===== config.mk =====
export PLATFORM = sky130hd
export DESIGN_NAME = elevator_request_scan_scheduler
export DESIGN_NICKNAME = d
export VERILOG_FILES = /design/src/sv/ersched_pkg.sv /design/src/sv/ersched_calls.sv /design/src/sv/ersched_scan.sv /design/src/sv/elevator_request_scan_scheduler.sv
export SDC_FILE = /design/constraint.sdc
export NUM_CORES = 1
export LEC_CHECK = 0
export BUFFER_PORTS_ARGS = -buffer_cell sky130_fd_sc_hd__buf_2
export CELL_PAD_IN_SITES_DETAIL_PLACEMENT = 0
export CELL_PAD_IN_SITES_GLOBAL_PLACEMENT = 1
export CORE_MARGIN = 4
export CORE_UTILIZATION = 45
export DETAILED_ROUTE_END_ITERATION = 12
export PLACE_DENSITY = 0.8
export SYNTH_ARGS = -nofsm -noshare
export SYNTH_HDL_FRONTEND = slang
export SYNTH_SLANG_ARGS = --single-unit

===== constraint.sdc =====
create_clock -name clk -period 2.5 [get_ports clk]
set_input_delay 0 -clock clk [delete_from_list [all_inputs] [get_ports clk]]
set_output_delay 0 -clock clk [all_outputs]
set_load 0.01 [all_outputs]

===== src/sv/ersched_pkg.sv =====
// ----------------------------------------------------------------------------
// ersched_pkg
// Shared codes and types for the elevator request scan scheduler.
// ----------------------------------------------------------------------------
package ersched_pkg;

    typedef logic [2:0] kind_t;
    typedef logic [1:0] floor_in_t;
    typedef logic [1:0] dir_t;

    localparam kind_t KIND_CAB   = 3'd0;
    localparam kind_t KIND_UP    = 3'd1;
    localparam kind_t KIND_DOWN  = 3'd2;
    localparam kind_t KIND_CLEAR = 3'd3;
    localparam kind_t KIND_PICK  = 3'd4;

    localparam dir_t DIR_STOP = 2'd0;
    localparam dir_t DIR_UP   = 2'd1;
    localparam dir_t DIR_DN   = 2'd2;

    // Status of one pass of the floor scanner
    typedef struct packed {
        logic found_above;
        logic found_below;
        logic at_cur;
        logic done;
    } scan_stat_t;

endpackage


===== src/sv/ersched_calls.sv =====
// ----------------------------------------------------------------------------
// ersched_calls
// Per-floor cab, hall-up and hall-down call flags with one scan read port.
// ----------------------------------------------------------------------------
module ersched_calls #(
    parameter int NUM_FLOORS = 4
) (
    input  logic                          clk,
    input  logic                          rst_n,
    input  logic                          wr_en,
    input  ersched_pkg::kind_t            kind,
    input  ersched_pkg::floor_in_t        floor,
    input  logic [$clog2(NUM_FLOORS)-1:0] rd_idx,
    output logic                          rd_pend
);
    import ersched_pkg::*;

    localparam int IDX_W = $clog2(NUM_FLOORS);
    localparam int FW    = (IDX_W > 2) ? IDX_W : 2;

    logic [NUM_FLOORS-1:0] cab_reg;
    logic [NUM_FLOORS-1:0] cab_next;
    logic [NUM_FLOORS-1:0] up_reg;
    logic [NUM_FLOORS-1:0] up_next;
    logic [NUM_FLOORS-1:0] down_reg;
    logic [NUM_FLOORS-1:0] down_next;
    logic [NUM_FLOORS-1:0] pend;
    logic [FW-1:0]         floor_ext;
    logic                  ok;
    logic                  is_top;
    logic                  is_bottom;

    assign floor_ext = FW'(floor);
    assign ok        = {1'b0, floor_ext} < (FW+1)'(NUM_FLOORS);
    assign is_top    = floor_ext == FW'(NUM_FLOORS - 1);
    assign is_bottom = floor_ext == '0;

    always_comb
    begin
        cab_next  = cab_reg;
        up_next   = up_reg;
        down_next = down_reg;
        for (int f = 0; f < NUM_FLOORS; f++)
        begin
            if (wr_en && ok && floor_ext == FW'(f))
            begin
                case (kind)
                    KIND_CAB:   cab_next[f] = 1'b1;
                    KIND_UP:    if (!is_top) up_next[f] = 1'b1;
                    KIND_DOWN:  if (!is_bottom) down_next[f] = 1'b1;
                    KIND_CLEAR:
                    begin
                        cab_next[f]  = 1'b0;
                        up_next[f]   = 1'b0;
                        down_next[f] = 1'b0;
                    end
                    default: ;
                endcase
            end
        end
    end

    always_ff @(posedge clk or negedge rst_n)
    begin
        if (!rst_n)
        begin
            cab_reg  <= '0;
            up_reg   <= '0;
            down_reg <= '0;
        end
        else
        begin
            cab_reg  <= cab_next;
            up_reg   <= up_next;
            down_reg <= down_next;
        end
    end

    assign pend    = cab_reg | up_reg | down_reg;
    assign rd_pend = pend[rd_idx];

endmodule


===== src/sv/ersched_scan.sv =====
// ----------------------------------------------------------------------------
// ersched_scan
// Walks the floors one per cycle through a single magnitude compare against
// the current floor, tracking the nearest request above and below.
// ----------------------------------------------------------------------------
module ersched_scan #(
    parameter int NUM_FLOORS = 4
) (
    input  logic                                  clk,
    input  logic                                  rst_n,
    input  logic                                  start,
    input  logic [(($clog2(NUM_FLOORS) > 2) ? $clog2(NUM_FLOORS) : 2)-1:0] cur,
    input  logic                                  rd_pend,
    output logic [$clog2(NUM_FLOORS)-1:0]         rd_idx,
    output logic [$clog2(NUM_FLOORS)-1:0]         above_floor,
    output logic [$clog2(NUM_FLOORS)-1:0]         below_floor,
    output ersched_pkg::scan_stat_t               stat
);
    import ersched_pkg::*;

    localparam int IDX_W = $clog2(NUM_FLOORS);
    localparam int FW    = (IDX_W > 2) ? IDX_W : 2;

    logic [IDX_W-1:0] idx_reg;
    logic [IDX_W-1:0] idx_next;
    logic             active_reg;
    logic             active_next;
    logic             done_reg;
    logic             done_next;
    logic             fa_reg;
    logic             fa_next;
    logic             fb_reg;
    logic             fb_next;
    logic             at_reg;
    logic             at_next;
    logic [IDX_W-1:0] above_reg;
    logic [IDX_W-1:0] above_next;
    logic [IDX_W-1:0] below_reg;
    logic [IDX_W-1:0] below_next;
    logic [FW-1:0]    idx_ext;
    logic             gt;
    logic             lt;
    logic             last;

    assign idx_ext = FW'(idx_reg);
    assign gt      = idx_ext > cur;
    assign lt      = idx_ext < cur;
    assign last    = idx_reg == IDX_W'(NUM_FLOORS - 1);

    always_comb
    begin
        idx_next    = idx_reg;
        active_next = active_reg;
        done_next   = 1'b0;
        fa_next     = fa_reg;
        fb_next     = fb_reg;
        at_next     = at_reg;
        above_next  = above_reg;
        below_next  = below_reg;
        if (start)
        begin
            idx_next    = '0;
            active_next = 1'b1;
            fa_next     = 1'b0;
            fb_next     = 1'b0;
            at_next     = 1'b0;
        end
        else if (active_reg)
        begin
            if (rd_pend)
            begin
                // first hit above is nearest; last hit below is nearest
                if (gt && !fa_reg)
                begin
                    fa_next    = 1'b1;
                    above_next = idx_reg;
                end
                if (lt)
                begin
                    fb_next    = 1'b1;
                    below_next = idx_reg;
                end
                if (!gt && !lt)
                    at_next = 1'b1;
            end
            if (last)
            begin
                active_next = 1'b0;
                done_next   = 1'b1;
            end
            else
                idx_next = idx_reg + IDX_W'(1);
        end
    end

    always_ff @(posedge clk or negedge rst_n)
    begin
        if (!rst_n)
        begin
            idx_reg    <= '0;
            active_reg <= 1'b0;
            done_reg   <= 1'b0;
            fa_reg     <= 1'b0;
            fb_reg     <= 1'b0;
            at_reg     <= 1'b0;
        end
        else
        begin
            idx_reg    <= idx_next;
            active_reg <= active_next;
            done_reg   <= done_next;
            fa_reg     <= fa_next;
            fb_reg     <= fb_next;
            at_reg     <= at_next;
        end
    end

    always_ff @(posedge clk)
    begin
        above_reg <= above_next;
        below_reg <= below_next;
    end

    assign rd_idx           = idx_reg;
    assign above_floor      = above_reg;
    assign below_floor      = below_reg;
    assign stat.found_above = fa_reg;
    assign stat.found_below = fb_reg;
    assign stat.at_cur      = at_reg;
    assign stat.done        = done_reg;

endmodule


===== src/sv/elevator_request_scan_scheduler.sv =====
// ----------------------------------------------------------------------------
// elevator_request_scan_scheduler
// Holds cab and hall calls per floor and picks the next target by SCAN,
// with a nearest-first radius choice when the car is idle.
//
//   channel | valid     | stall     | payload
//   --------+-----------+-----------+-----------------------------------------
//   request | req_valid | req_stall | kind, floor, direction_in
//   result  | rsp_valid | rsp_stall | target_valid, goal_floor,
//           |           |           | direction_out, requests_above,
//           |           |           | requests_below, requests_any
//
// The accepting edge updates the call flags and starts the scan. The scanner
// then reads one floor per cycle through its single compare, flags done after
// the last floor and then enters the decide step; the result becomes valid and
// req_stall drops in the same cycle, so no new request is taken until then.
// A waiting result holds the decide step but not the scan.
// Reset clears all calls and the held target; no clearing pass is needed.
// ----------------------------------------------------------------------------
module elevator_request_scan_scheduler #(
    parameter int NUM_FLOORS = 4
) (
    input  logic                   clk,
    input  logic                   rst_n,
    input  logic                   req_valid,
    output logic                   req_stall,
    input  ersched_pkg::kind_t     kind,
    input  ersched_pkg::floor_in_t floor,
    input  ersched_pkg::dir_t      direction_in,
    output logic                   rsp_valid,
    input  logic                   rsp_stall,
    output logic                   target_valid,
    output logic [1:0]             goal_floor,
    output ersched_pkg::dir_t      direction_out,
    output logic                   requests_above,
    output logic                   requests_below,
    output logic                   requests_any
);
    import ersched_pkg::*;

    localparam int IDX_W = $clog2(NUM_FLOORS);
    localparam int FW    = (IDX_W > 2) ? IDX_W : 2;

    localparam logic [1:0] S_IDLE   = 2'd0;
    localparam logic [1:0] S_SCAN   = 2'd1;
    localparam logic [1:0] S_DECIDE = 2'd2;

    logic [1:0]       state_reg;
    logic [1:0]       state_next;
    kind_t            kind_reg;
    logic [FW-1:0]    cur_reg;
    dir_t             dir_reg;
    logic             held_valid_reg;
    logic             held_valid_next;
    logic [FW-1:0]    held_reg;
    logic [FW-1:0]    held_next;
    logic             rsp_valid_reg;
    logic             rsp_valid_next;
    dir_t             dir_out_reg;
    dir_t             dir_out_next;
    logic             above_out_reg;
    logic             below_out_reg;
    logic             any_out_reg;

    logic             accept;
    logic             load;
    logic             rd_pend;
    logic [IDX_W-1:0] rd_idx;
    logic [IDX_W-1:0] above_floor;
    logic [IDX_W-1:0] below_floor;
    scan_stat_t       stat;
    logic [FW-1:0]    above_ext;
    logic [FW-1:0]    below_ext;
    logic [FW-1:0]    dist_up;
    logic [FW-1:0]    dist_down;
    logic             any_pend;
    dir_t             dir_echo;

    assign accept = req_valid && !req_stall;
    assign load   = (state_reg == S_DECIDE) && !(rsp_valid_reg && rsp_stall);

    ersched_calls #(
        .NUM_FLOORS (NUM_FLOORS)
    ) u_calls (
        .clk     (clk),
        .rst_n   (rst_n),
        .wr_en   (accept),
        .kind    (kind),
        .floor   (floor),
        .rd_idx  (rd_idx),
        .rd_pend (rd_pend)
    );

    ersched_scan #(
        .NUM_FLOORS (NUM_FLOORS)
    ) u_scan (
        .clk         (clk),
        .rst_n       (rst_n),
        .start       (accept),
        .cur         (cur_reg),
        .rd_pend     (rd_pend),
        .rd_idx      (rd_idx),
        .above_floor (above_floor),
        .below_floor (below_floor),
        .stat        (stat)
    );

    always_comb
    begin
        state_next = state_reg;
        case (state_reg)
            S_IDLE:   if (accept) state_next = S_SCAN;
            S_SCAN:   if (stat.done) state_next = S_DECIDE;
            S_DECIDE: if (load) state_next = S_IDLE;
            default:  state_next = S_IDLE;
        endcase
    end

    assign req_stall = state_reg != S_IDLE;

    assign above_ext = FW'(above_floor);
    assign below_ext = FW'(below_floor);
    assign dist_up   = above_ext - cur_reg;
    assign dist_down = cur_reg - below_ext;
    assign any_pend  = stat.found_above || stat.found_below || stat.at_cur;
    assign dir_echo  = (dir_reg inside {DIR_STOP, DIR_UP, DIR_DN}) ? dir_reg : DIR_STOP;

    always_comb
    begin
        held_valid_next = held_valid_reg;
        held_next       = held_reg;
        dir_out_next    = dir_echo;
        if (kind_reg == KIND_PICK)
        begin
            held_valid_next = 1'b1;
            if (!any_pend)
            begin
                held_valid_next = 1'b0;
                held_next       = '0;
                dir_out_next    = DIR_STOP;
            end
            else
            begin
                case (dir_reg)
                    DIR_UP:
                    begin
                        if (stat.found_above)
                        begin
                            held_next    = above_ext;
                            dir_out_next = DIR_UP;
                        end
                        else if (stat.found_below)
                        begin
                            held_next    = below_ext;
                            dir_out_next = DIR_DN;
                        end
                        else
                        begin
                            held_next    = cur_reg;
                            dir_out_next = DIR_STOP;
                        end
                    end
                    DIR_DN:
                    begin
                        if (stat.found_below)
                        begin
                            held_next    = below_ext;
                            dir_out_next = DIR_DN;
                        end
                        else if (stat.found_above)
                        begin
                            held_next    = above_ext;
                            dir_out_next = DIR_UP;
                        end
                        else
                        begin
                            held_next    = cur_reg;
                            dir_out_next = DIR_STOP;
                        end
                    end
                    default:
                    begin
                        // nearest by radius, upward wins a tie
                        if (stat.at_cur)
                        begin
                            held_next    = cur_reg;
                            dir_out_next = DIR_STOP;
                        end
                        else if (stat.found_above &&
                                 (!stat.found_below || dist_up <= dist_down))
                        begin
                            held_next    = above_ext;
                            dir_out_next = DIR_UP;
                        end
                        else
                        begin
                            held_next    = below_ext;
                            dir_out_next = DIR_DN;
                        end
                    end
                endcase
            end
        end
    end

    always_comb
    begin
        rsp_valid_next = rsp_valid_reg;
        if (load)
            rsp_valid_next = 1'b1;
        else if (rsp_valid_reg && !rsp_stall)
            rsp_valid_next = 1'b0;
    end

    always_ff @(posedge clk or negedge rst_n)
    begin
        if (!rst_n)
        begin
            state_reg      <= S_IDLE;
            held_valid_reg <= 1'b0;
            held_reg       <= '0;
            rsp_valid_reg  <= 1'b0;
        end
        else
        begin
            state_reg     <= state_next;
            rsp_valid_reg <= rsp_valid_next;
            if (load)
            begin
                held_valid_reg <= held_valid_next;
                held_reg       <= held_next;
            end
        end
    end

    always_ff @(posedge clk)
    begin
        if (accept)
        begin
            kind_reg <= kind;
            cur_reg  <= FW'(floor);
            dir_reg  <= direction_in;
        end
        if (load)
        begin
            dir_out_reg   <= dir_out_next;
            above_out_reg <= stat.found_above;
            below_out_reg <= stat.found_below;
            any_out_reg   <= any_pend;
        end
    end

    assign rsp_valid      = rsp_valid_reg;
    assign target_valid   = held_valid_reg;
    assign goal_floor     = held_reg[1:0];
    assign direction_out  = dir_out_reg;
    assign requests_above = above_out_reg;
    assign requests_below = below_out_reg;
    assign requests_any   = any_out_reg;

endmodule

# [Yosys cells after proc, flatten, opt, wreduce, memory -nomap -nowiden]
# Index checks and enable logic that the tools add are counted.
[totals] word_cells=168 out_inout_bits=10 reg_bits=41
[op_classes] addsub=3 magnitude_cmp=4 bitwise_logic=3 n_eq_ne=18 n_reduce_logical=56 n_mux=53
[ops] operator="$mux 2" n=21
[ops] operator="$reduce_and 3->1" n=12
[ops] operator="$mux 1" n=25
[ops] operator="$reduce_bool 2->1" n=10
[ops] operator="$reduce_and 2->1" n=6
[ops] operator="$logic_and 1x1->1" n=11
[ops] operator="$eq 2x2->1 const B" n=5
[ops] operator="$ne 2x2->1 const B" n=5
[ops] operator="$or 4x4->4" n=2
[ops] operator="$pmux 2 s2" n=2
[ops] operator="$reduce_and 4->1" n=2
[ops] operator="$logic_not 1->1" n=7
[ops] operator="$eq 2x1->1 const B" n=3
[ops] operator="$eq 3x2->1 const B" n=2
[ops] operator="$logic_not 2->1" n=3
[ops] operator="$pmux 1 s2" n=3
[ops] operator="$pmux 2 s3" n=1
[ops] operator="$sub 2x2->2" n=2
[ops] operator="$eq 3x1->1 const B" n=1
[ops] operator="$eq 3x3->1 const B" n=1
[ops] operator="$logic_not 3->1" n=1
[ops] operator="$logic_or 1x1->1" n=3
[ops] operator="$lt 2x3->1 const B" n=1
[ops] operator="$reduce_bool 3->1" n=1
[ops] operator="7 further kinds" n=7

# [Logic depth before layout (Yosys ltp)]
# Gate-level depths: netlist of the first run.
[logic_depth] word_depth=9 ltp_mapped=10

# [Modules after synthesis]
# A second synthesis of the first run with hierarchy kept.
[unflattened] hier_cells=183 area_unflattened_um2=2105.8
[modules_own_cells] mod="elevator_request_scan_scheduler" instances=1 area_each_um2=999.7 cells_each=87
[modules_own_cells] mod="ersched_calls" instances=1 area_each_um2=589.3 cells_each=56
[modules_own_cells] mod="ersched_scan" instances=1 area_each_um2=516.7 cells_each=40

# [Worst setup path before layout of the first run]
# Ideal clock, no wire load.
[synth_path] path_kind="register -> register" startpoint="reg cur_reg[0]" endpoint="reg held_reg[1] (netlist: goal_floor[1])" required_ns=2.374 path_buffers=0 path_stages_with_launch=11 slack_ns=0.248 t_arrival_ns=2.126 cell_sequence="edfxtp_1 inv_1 ha_1 xor2_1 xnor2_1 ha_1 nand2b_1 a221oi_1 o21ai_0 a21o_1 a221o_1"
[synth_via] elab_chain_len=8
[synth_lines] item="start: declaration" line="elevator_request_scan_scheduler.sv:51" text="logic [FW-1:0] cur_reg;"
[synth_lines] item="start signal: assignment" line="elevator_request_scan_scheduler.sv:241" text="cur_reg <= FW'(floor);"
[synth_lines] item="$sub 2x2->2, on equally long branches" line="elevator_request_scan_scheduler.sv:123, elevator_request_scan_scheduler.sv:124"
[synth_lines] item="$le 2x2->1 *" line="elevator_request_scan_scheduler.sv:190" text="(!stat.found_below || dist_up <= dist_down))"
[synth_lines] item="$logic_or 1x1->1 *" line="elevator_request_scan_scheduler.sv:190"
[synth_lines] item="$logic_and 1x1->1 *" line="elevator_request_scan_scheduler.sv:189" text="else if (stat.found_above &&"
[synth_lines] item="$mux 2 *" line="elevator_request_scan_scheduler.sv:189"
[synth_lines] item="$mux 2 *" line="elevator_request_scan_scheduler.sv:184" text="if (stat.at_cur)"
[synth_lines] item="$pmux 2 s2 *" line="elevator_request_scan_scheduler.sv:144" text="case (dir_reg)"
[synth_lines] item="$mux 2 *" line="elevator_request_scan_scheduler.sv:136" text="if (!any_pend)"
[synth_lines] item="end signal: assignment" line="elevator_request_scan_scheduler.sv:231" text="held_reg <= held_next;"
[synth_lines] item="end: declaration" line="elevator_request_scan_scheduler.sv:55" text="logic [FW-1:0] held_reg;"
# Every way passes the cells marked *; elsewhere a longest branch is shown, timed or not.
# A chain may end at the register's enable or synchronous reset.

# [Final worst setup path of the first run]
[layout_path] startpoint="reg u_scan.below_reg[0] (netlist: u_scan.below_floor[0])" endpoint="reg dir_out_reg[0] (netlist: direction_out[0]), data pin"
[layout_via] elab_chain_len=9
[layout_lines] item="start: declaration" line="ersched_scan.sv:38" text="logic [IDX_W-1:0] below_reg;"
[layout_lines] item="start signal: assignment" line="ersched_scan.sv:121" text="below_reg <= below_next;"
[layout_lines] item="$sub 2x2->2" line="elevator_request_scan_scheduler.sv:124" text="assign dist_down = cur_reg - below_ext;"
[layout_lines] item="$le 2x2->1" line="elevator_request_scan_scheduler.sv:190"
[layout_lines] item="$logic_or 1x1->1" line="elevator_request_scan_scheduler.sv:190"
[layout_lines] item="$logic_and 1x1->1" line="elevator_request_scan_scheduler.sv:189"
[layout_lines] item="$mux 2" line="elevator_request_scan_scheduler.sv:189"
[layout_lines] item="$mux 2" line="elevator_request_scan_scheduler.sv:184"
[layout_lines] item="$pmux 2 s2" line="elevator_request_scan_scheduler.sv:144"
[layout_lines] item="$mux 2" line="elevator_request_scan_scheduler.sv:136"
[layout_lines] item="$mux 2" line="elevator_request_scan_scheduler.sv:133" text="if (kind_reg == KIND_PICK)"
[layout_lines] item="named net dir_out_next[0]" line="elevator_request_scan_scheduler.sv:60" text="dir_t dir_out_next;"
[layout_lines] item="end signal: assignment" line="elevator_request_scan_scheduler.sv:246" text="dir_out_reg <= dir_out_next;"
[layout_lines] item="end: declaration" line="elevator_request_scan_scheduler.sv:59" text="dir_t dir_out_reg;"
# The timed path passes the listed nets, and every way through them passes these cells.

==> out/metrics.cfg, run 1 <==
[power]
max-vdd-ir-drop_mv=0.381
p_per_area_mw_per_mm2=948
comb_power_share_pct=31.8
power_frac_seq_pct=45.4
internal_power_mw=1.48
switchingPower_mw=0.776
p_sw_share_pct=34.3
power_leakage_nw=1.04
pwr-share-clk_pct=22.8

[timing]
slew_viol_final=0
finalHoldViolations=1
maxSlewHeadroom_pct=60.8
finalSetupViolations=0
worst_pin_slew_ns=0.588
period_minus_slack_ns=2.38
rsz0062_at_grt=no
fmax_ghz=0.421
skew_ns=0.00648
period_share_pct=95.0
finalHoldWorstSlack_ns=-0.00505
fin_setup_tns_ns=0

[floorplanning]
die_area_sq_mm=0.00564
row_count=24
die_x_microns=75.1
fp.dieH_microns=75.1
start_util_pct=46.6
io_pins=21
core_area_sq_mm=0.00435

[logic_synthesis]
syn_inst=193
yosys_register_bits=41
yosys_warnings=0
yosys.area.top_type=dfrtp_1
synth_top_area_share_pct=30.9
synth_nets=213
syn_area_per_cell_sq_um=10.5
ys_seq_area_share_pct=54.6
synth_area_leaders=dfrtp_1 (31%), edfxtp_1 (24%), ha_1 (5.6%)
syn_area_sq_mm=0.00203
yosys.cell_types.count=40

[detailed_routing]
drc=0
num_vias=1563
drtIter0Drc=100
via_per_inst=5.58
wl_mm=4.33
ant_nets=0
wl_per_cell_microns=15.5
dr.pass1.iters=6

[clock_tree]
cts_max_level=2
clock_sinks=41
root_buffer=clkbuf_8
cts_tree=yes
clk_pin_slew_ns=0.08
clockBufferDepth=2
clk_latency_ns=0.29
cts_made_buffers=5

[worst_setup_path]
worstPathRequired_ns=2.53
crit_path_end_kind=flip-flop
path_cells=ha_1, xor2_1, xnor2_1, ha_1, nand2b_1, a221oi_2, nand2b_1, o22a_1, o21ai_0
critPathMaxStageDelay_ns=0.43
arrival_ns=2.41
worst_setup_path_start_kind=flip-flop
crit_fanout=4
crit_family=compound AO/OA/AOI/OAI gates
critical_path_buf_inv_count=0
setup.worst_path.class=flip-flop to flip-flop
cpMaxStageDelayCell=edfxtp_1

[global_routing]
grt_pass1_wl_mm=7.13
grt_max_degree=26
antenna_found_initial=0
track_usage_pct=17.0
first_global_vias=1585
grt-ovfl-total=0

[layout]
fillers=381
nets=247
drive_above_1_share_pct=15.4
fin_cells=280
antennaDiodeCount=0
seq_area_sq_mm=0.00111
syn2layout_area_growth_pct=17.6
multi_input_area_sq_um=858

[run]
max-cap-violations=0

[hold_path]
hold_path.class=input pin to flip-flop

[placed_design]
place_inst=264
numPortBuffers=20
gp_congestion=0.926
dp_hpwl_mm=3.20

[status]
violations=hold timing
status=finished, violations left

[area by class of cell]
type	count	area share, %
Clock buffer	6	3.04
Timing Repair Buffer	29	7.87
Multi-Input combinational cell	134	36.0
Inverter	16	2.52
Tap cell	52	2.73
Clock inverter	2	1.42
Sequential cell	41	46.4
[power by group through the flow]
stage	sequential, mW	clock, mW	combinational [mW]
after floorplan	0.996	0	0.523
after global placement	1.03	0	0.665
after detailed placement	1.04	0	0.694
after CTS	1.03	0.524	0.708
after global routing	1.05	0.551	0.820
final	1.03	0.515	0.718
[synth_stat cells, drive strengths merged]
| cell | instances |
|---|---|
| dfrtp | 25 |
| nand2 | 22 |
| o21ai | 18 |
| edfxtp | 16 |
| inv | 16 |
| nor2 | 13 |
| ha | 9 |
| a21oi | 8 |
| nand2b | 7 |
| nor3 | 5 |
| a31oi | 4 |
| nand3 | 4 |
| nor2b | 4 |
| xnor2 | 4 |
| nor4b | 3 |
| o211ai | 3 |
| o22a | 3 |
| o22ai | 3 |
| or3b | 3 |
| a21boi | 2 |
| a21o | 2 |
| nor4 | 2 |
| o31ai | 2 |
| or2 | 2 |
| a221o | 1 |
| a221oi | 1 |
| a2bb2oi | 1 |
| a32o | 1 |
| a32oi | 1 |
| and2 | 1 |
| and3 | 1 |
| buf | 1 |
| clkbuf | 1 |
| mux2i | 1 |
| o2bb2ai | 1 |
| o41ai | 1 |
| xor2 | 1 |
[tightest hold or removal path, stage by stage]
cell and delay [ns]:
buf_2 0.08, o21ai_0 0.06, nor2_1 0.09
[cells in the final DEF, fill, tap and decap left out, types with 2 or more instances in the layout]
master,instances
a21boi_0,2
a21o_1,2
a21oi_1,8
a31oi_1,3
buf_2,20
clkbuf_8,5
dfrtp_1,25
dlygate4sd3_1,8
edfxtp_1,16
ha_1,9
inv_1,16
nand2_1,22
nand2b_1,6
nand3_1,4
nor2_1,13
nor2b_1,4
nor3_1,5
nor4_1,2
nor4b_1,3
o211ai_1,3
o21ai_0,18
o22a_1,3
o22ai_1,3
o31ai_1,2
or2_2,2
or3b_4,2
xnor2_1,4
[per-stage QoR]
step	area [sq um]	total power, mW	hold WS [ns]	worst slack [ns]	util [%]
6_report	2380	2.26	-0.00505	0.125	54.7
3_5_place_dp	2190	1.73	0.0423	0.0863	50.3
3_3_place_gp	2190	1.70	0.0357	0.227	50.3
4_1_cts	2380	2.26	0.000718	0.0558	54.6
5_1_grt	2380	2.42	0.0370	0.0191	54.7
2_1_floorplan	2030	1.52	-0.296	0.248	-
[routing by layer]
| metal | up-vias | track usage [%] | wire length [microns] |
|---|---|---|---|
| li1 | 763 | - | - |
| met1 | 752 | 19.2 | 1820 |
| met2 | 35 | 29.1 | 2230 |
| met3 | 13 | 4.14 | 153 |
| met4 | 0 | 9.49 | 134 |
| met5 | - | 0 | 0 |
[kinds of logic after synthesis]
logic type | Yosys count | share of synthesized area (%)
AND/OR/NAND/NOR | 67 | 17.2
AO/OA/AOI/OAI | 52 | 16.7
flip-flops | 41 | 54.6
buffers and inverters | 18 | 3.39
adder cells (fa/ha/maj) | 9 | 5.56
XOR/XNOR | 5 | 2.16
multiplexers | 1 | 0.494
[path summary, 6_finish.rpt]
| check | start | depth (start not counted) | slack, ns | end |
|---|---|---|---|---|
| worst max-delay path | u_scan.below_floor[0] | 9 | 0.12 | direction_out[0] |
| worst min-delay path | req_valid | 3 | -0.005 | state_reg[0] |
| worst max register to register | u_scan.below_floor[0] | 9 | 0.12 | direction_out[0] |
| worst min register to register | target_valid | 2 | 0.48 | target_valid |
| max in group asynchronous | rst_n | 2 | 1.86 | state_reg[0] |
| min in group asynchronous | rst_n | 2 | 0.24 | target_valid |
[repair_timing]
item                       CTS  global route
hold endpoints to repair    32             0
resized for setup            0             1
hold buffers                 8             0
buffers inserted             0             0
setup endpoints to repair    0             2
Note: power is estimated with default switching activity, not from simulation.
==> run 2, diff against run 1 <==
--- a/config.mk
+++ b/config.mk
@@ -5,7 +5,7 @@
 export SDC_FILE = /design/constraint.sdc
 export NUM_CORES = 1
 export LEC_CHECK = 0
-export BUFFER_PORTS_ARGS = -buffer_cell sky130_fd_sc_hd__buf_2
+export BUFFER_PORTS_ARGS = -buffer_cell sky130_fd_sc_hd__buf_4
 export CELL_PAD_IN_SITES_DETAIL_PLACEMENT = 0
 export CELL_PAD_IN_SITES_GLOBAL_PLACEMENT = 1
 export CORE_MARGIN = 4
==> constraint.sdc (replaced) <==
create_clock -name clk -period 2.3 [get_ports clk]
set_input_delay 0 -clock clk [delete_from_list [all_inputs] [get_ports clk]]
set_output_delay 0 -clock clk [all_outputs]
set_load 0.01 [all_outputs]
==> out/metrics.cfg, run 2 (synthesis results as in run 1) <==
[worst_setup_path]
crit_fanout=3  ; -1
setup.worst_path.class=flip-flop to flip-flop
path_cells=inv_2, ha_4, xor2_2, xnor2_1, ha_1, nand2b_1, a221oi_2, o21ai_1, a21o_1, a221o_1
worstPathRequired_ns=2.48  ; -0.05 ns
crit_path_end_kind=flip-flop
critPathMaxStageDelay_ns=0.42  ; about the same
arrival_ns=2.45  ; +0.04 ns
cpMaxStageDelayCell=edfxtp_1
worst_setup_path_start_kind=flip-flop

[floorplanning]
fp.dieH_microns=75.1  ; unchanged
die_area_sq_mm=0.00564  ; unchanged
die_x_microns=75.1  ; unchanged
core_area_sq_mm=0.00435  ; unchanged
row_count=24  ; unchanged
io_pins=21  ; unchanged
start_util_pct=46.6  ; unchanged

[detailed_routing]
ant_nets=0  ; unchanged
wl_per_cell_microns=15.6  ; +0.96%
via_per_inst=5.63  ; +0.91%
drtIter0Drc=140  ; +40%
num_vias=1628  ; +4.2%
drc=0  ; unchanged
dr.pass1.iters=4  ; -2
wl_mm=4.51  ; +4.2%

[timing]
finalHoldWorstSlack_ns=0.140  ; +0.145 ns
finalHoldViolations=0  ; -1
period_share_pct=98.7  ; +3.6 points
maxSlewHeadroom_pct=67.1  ; +6.3 points
fin_setup_tns_ns=0  ; unchanged
fmax_ghz=0.441  ; +4.7%
slew_viol_final=0  ; unchanged
worst_pin_slew_ns=0.493  ; -0.0951 ns
skew_ns=0.00793  ; +0.00146 ns
setup_ws_ns=0.0309  ; -0.0938 ns
rsz0062_at_grt=yes
period_minus_slack_ns=2.27  ; -0.106 ns
finalSetupViolations=0  ; unchanged

[clock_tree]
cts_tree=yes
root_buffer=clkbuf_8
cts_max_level=2  ; unchanged
clock_sinks=41  ; unchanged
cts_made_buffers=5  ; unchanged
clockBufferDepth=2  ; unchanged
clk_pin_slew_ns=0.08  ; about the same
clk_latency_ns=0.29  ; about the same

[global_routing]
antenna_found_initial=0  ; unchanged
grt-ovfl-total=0  ; unchanged
grt_pass1_wl_mm=7.25  ; +1.7%
grt_max_degree=26  ; unchanged
first_global_vias=1567  ; -1.1%
track_usage_pct=17.2  ; +0.21 points

[layout]
utilization_pct=58.5  ; +3.8 points
final_cell_mix=buf_4 (27), dfrtp_1 (25), nand2_1 (22)
final_common_cell=buf_4
fin_area_sq_mm=0.00255  ; +6.9%
antennaDiodeCount=0  ; unchanged
nets=256  ; +3.6%
drive_above_1_share_pct=20.7  ; +5.3 points
fillers=368  ; -3.4%
syn2layout_area_growth_pct=25.7

[placed_design]
gp_congestion=0.896  ; -3.2%
numPortBuffers=20  ; unchanged
dp_hpwl_mm=3.21  ; +0.27%
pre_cts_ws_ns=-0.0706  ; -0.157 ns
post_dp_cell_area_sq_mm=0.00226  ; +3.3%

[power]
max-vdd-ir-drop_mv=0.468  ; +23%
power_leakage_nw=1.10  ; +5.9%
p_per_area_mw_per_mm2=1010  ; +6.7%

[run]
max-cap-violations=0  ; unchanged

[status]
status=finished, final reports clean

[hold_path]
hold_path.class=input pin to async pin

## run 2: what timing repair did
| action | CTS | global route |
|---|---|---|
| hold buffers | 10 | 0 |
| setup endpoints to repair | 2 | 6 |
| gates resized for setup | 2 | 7 |
| setup buffers | 0 | 4 |
| endpoints found under the hold margin | 41 | 0 |
| pin swaps | 1 | 4 |
## run 2: metal layers
layer  GRT usage, %  share of wire, %  wire length (microns)
met2           29.8                53                   2410
met3           4.27               4.4                    199
met5              0                 0                      0
met4           6.72               1.7                     77
met1           20.4                40                   1830
## run 2: critical path, delay by kind of cell, from the launching register on
kind / cells / cell delay, ns
AO/OA/AOI/OAI: 4 / 0.83
adder cells (fa/ha/maj): 2 / 0.47
flip-flops: 1 / 0.42
XOR/XNOR: 2 / 0.23
buffers and inverters: 1 / 0.11
AND/OR/NAND/NOR: 1 / 0.08
## run 2: area by class of cell
class / instances / area (sq um) / share of cell area, %
clock buffers: 5 / 68.8 / 2.70
well taps: 52 / 65.1 / 2.55
clock inverters: 3 / 46.3 / 1.82
flip-flops and latches: 41 / 1110 / 43.4
repair buffers: 38 / 314 / 12.3
inverters: 16 / 60.1 / 2.36
multi-input cells: 134 / 887 / 34.8
## run 2: worst paths after layout
| kind | startpoint | endpoint | slack [ns] | depth (start not counted) |
|---|---|---|---|---|
| hold / removal | rst_n | target_valid | 0.14 | 2 |
| min in group clk | direction_in[0] | dir_reg[0] | 0.43 | 2 |
| hold reg to reg | target_valid | target_valid | 0.48 | 2 |
| max in group asynchronous | rst_n | u_calls.up_reg[3] | 1.90 | 2 |
| setup reg to reg | cur_reg[0] | goal_floor[1] | 0.03 | 10 |
| setup / recovery | cur_reg[0] | goal_floor[1] | 0.03 | 10 |
## run 2: stage by stage
stage,cells,power [mW]
global placement,267,1.88
floorplan,193,1.65
finish,289,2.58
CTS,285,2.53
global route,289,2.74
detailed placement,267,1.90
## run 2: power by group
part           switching (mW)  leakage [nW]  internal, mW
logic                   0.471         0.598         0.403
registers               0.174         0.451         0.948
clock network           0.257        0.0543         0.325
total                   0.902          1.10          1.68
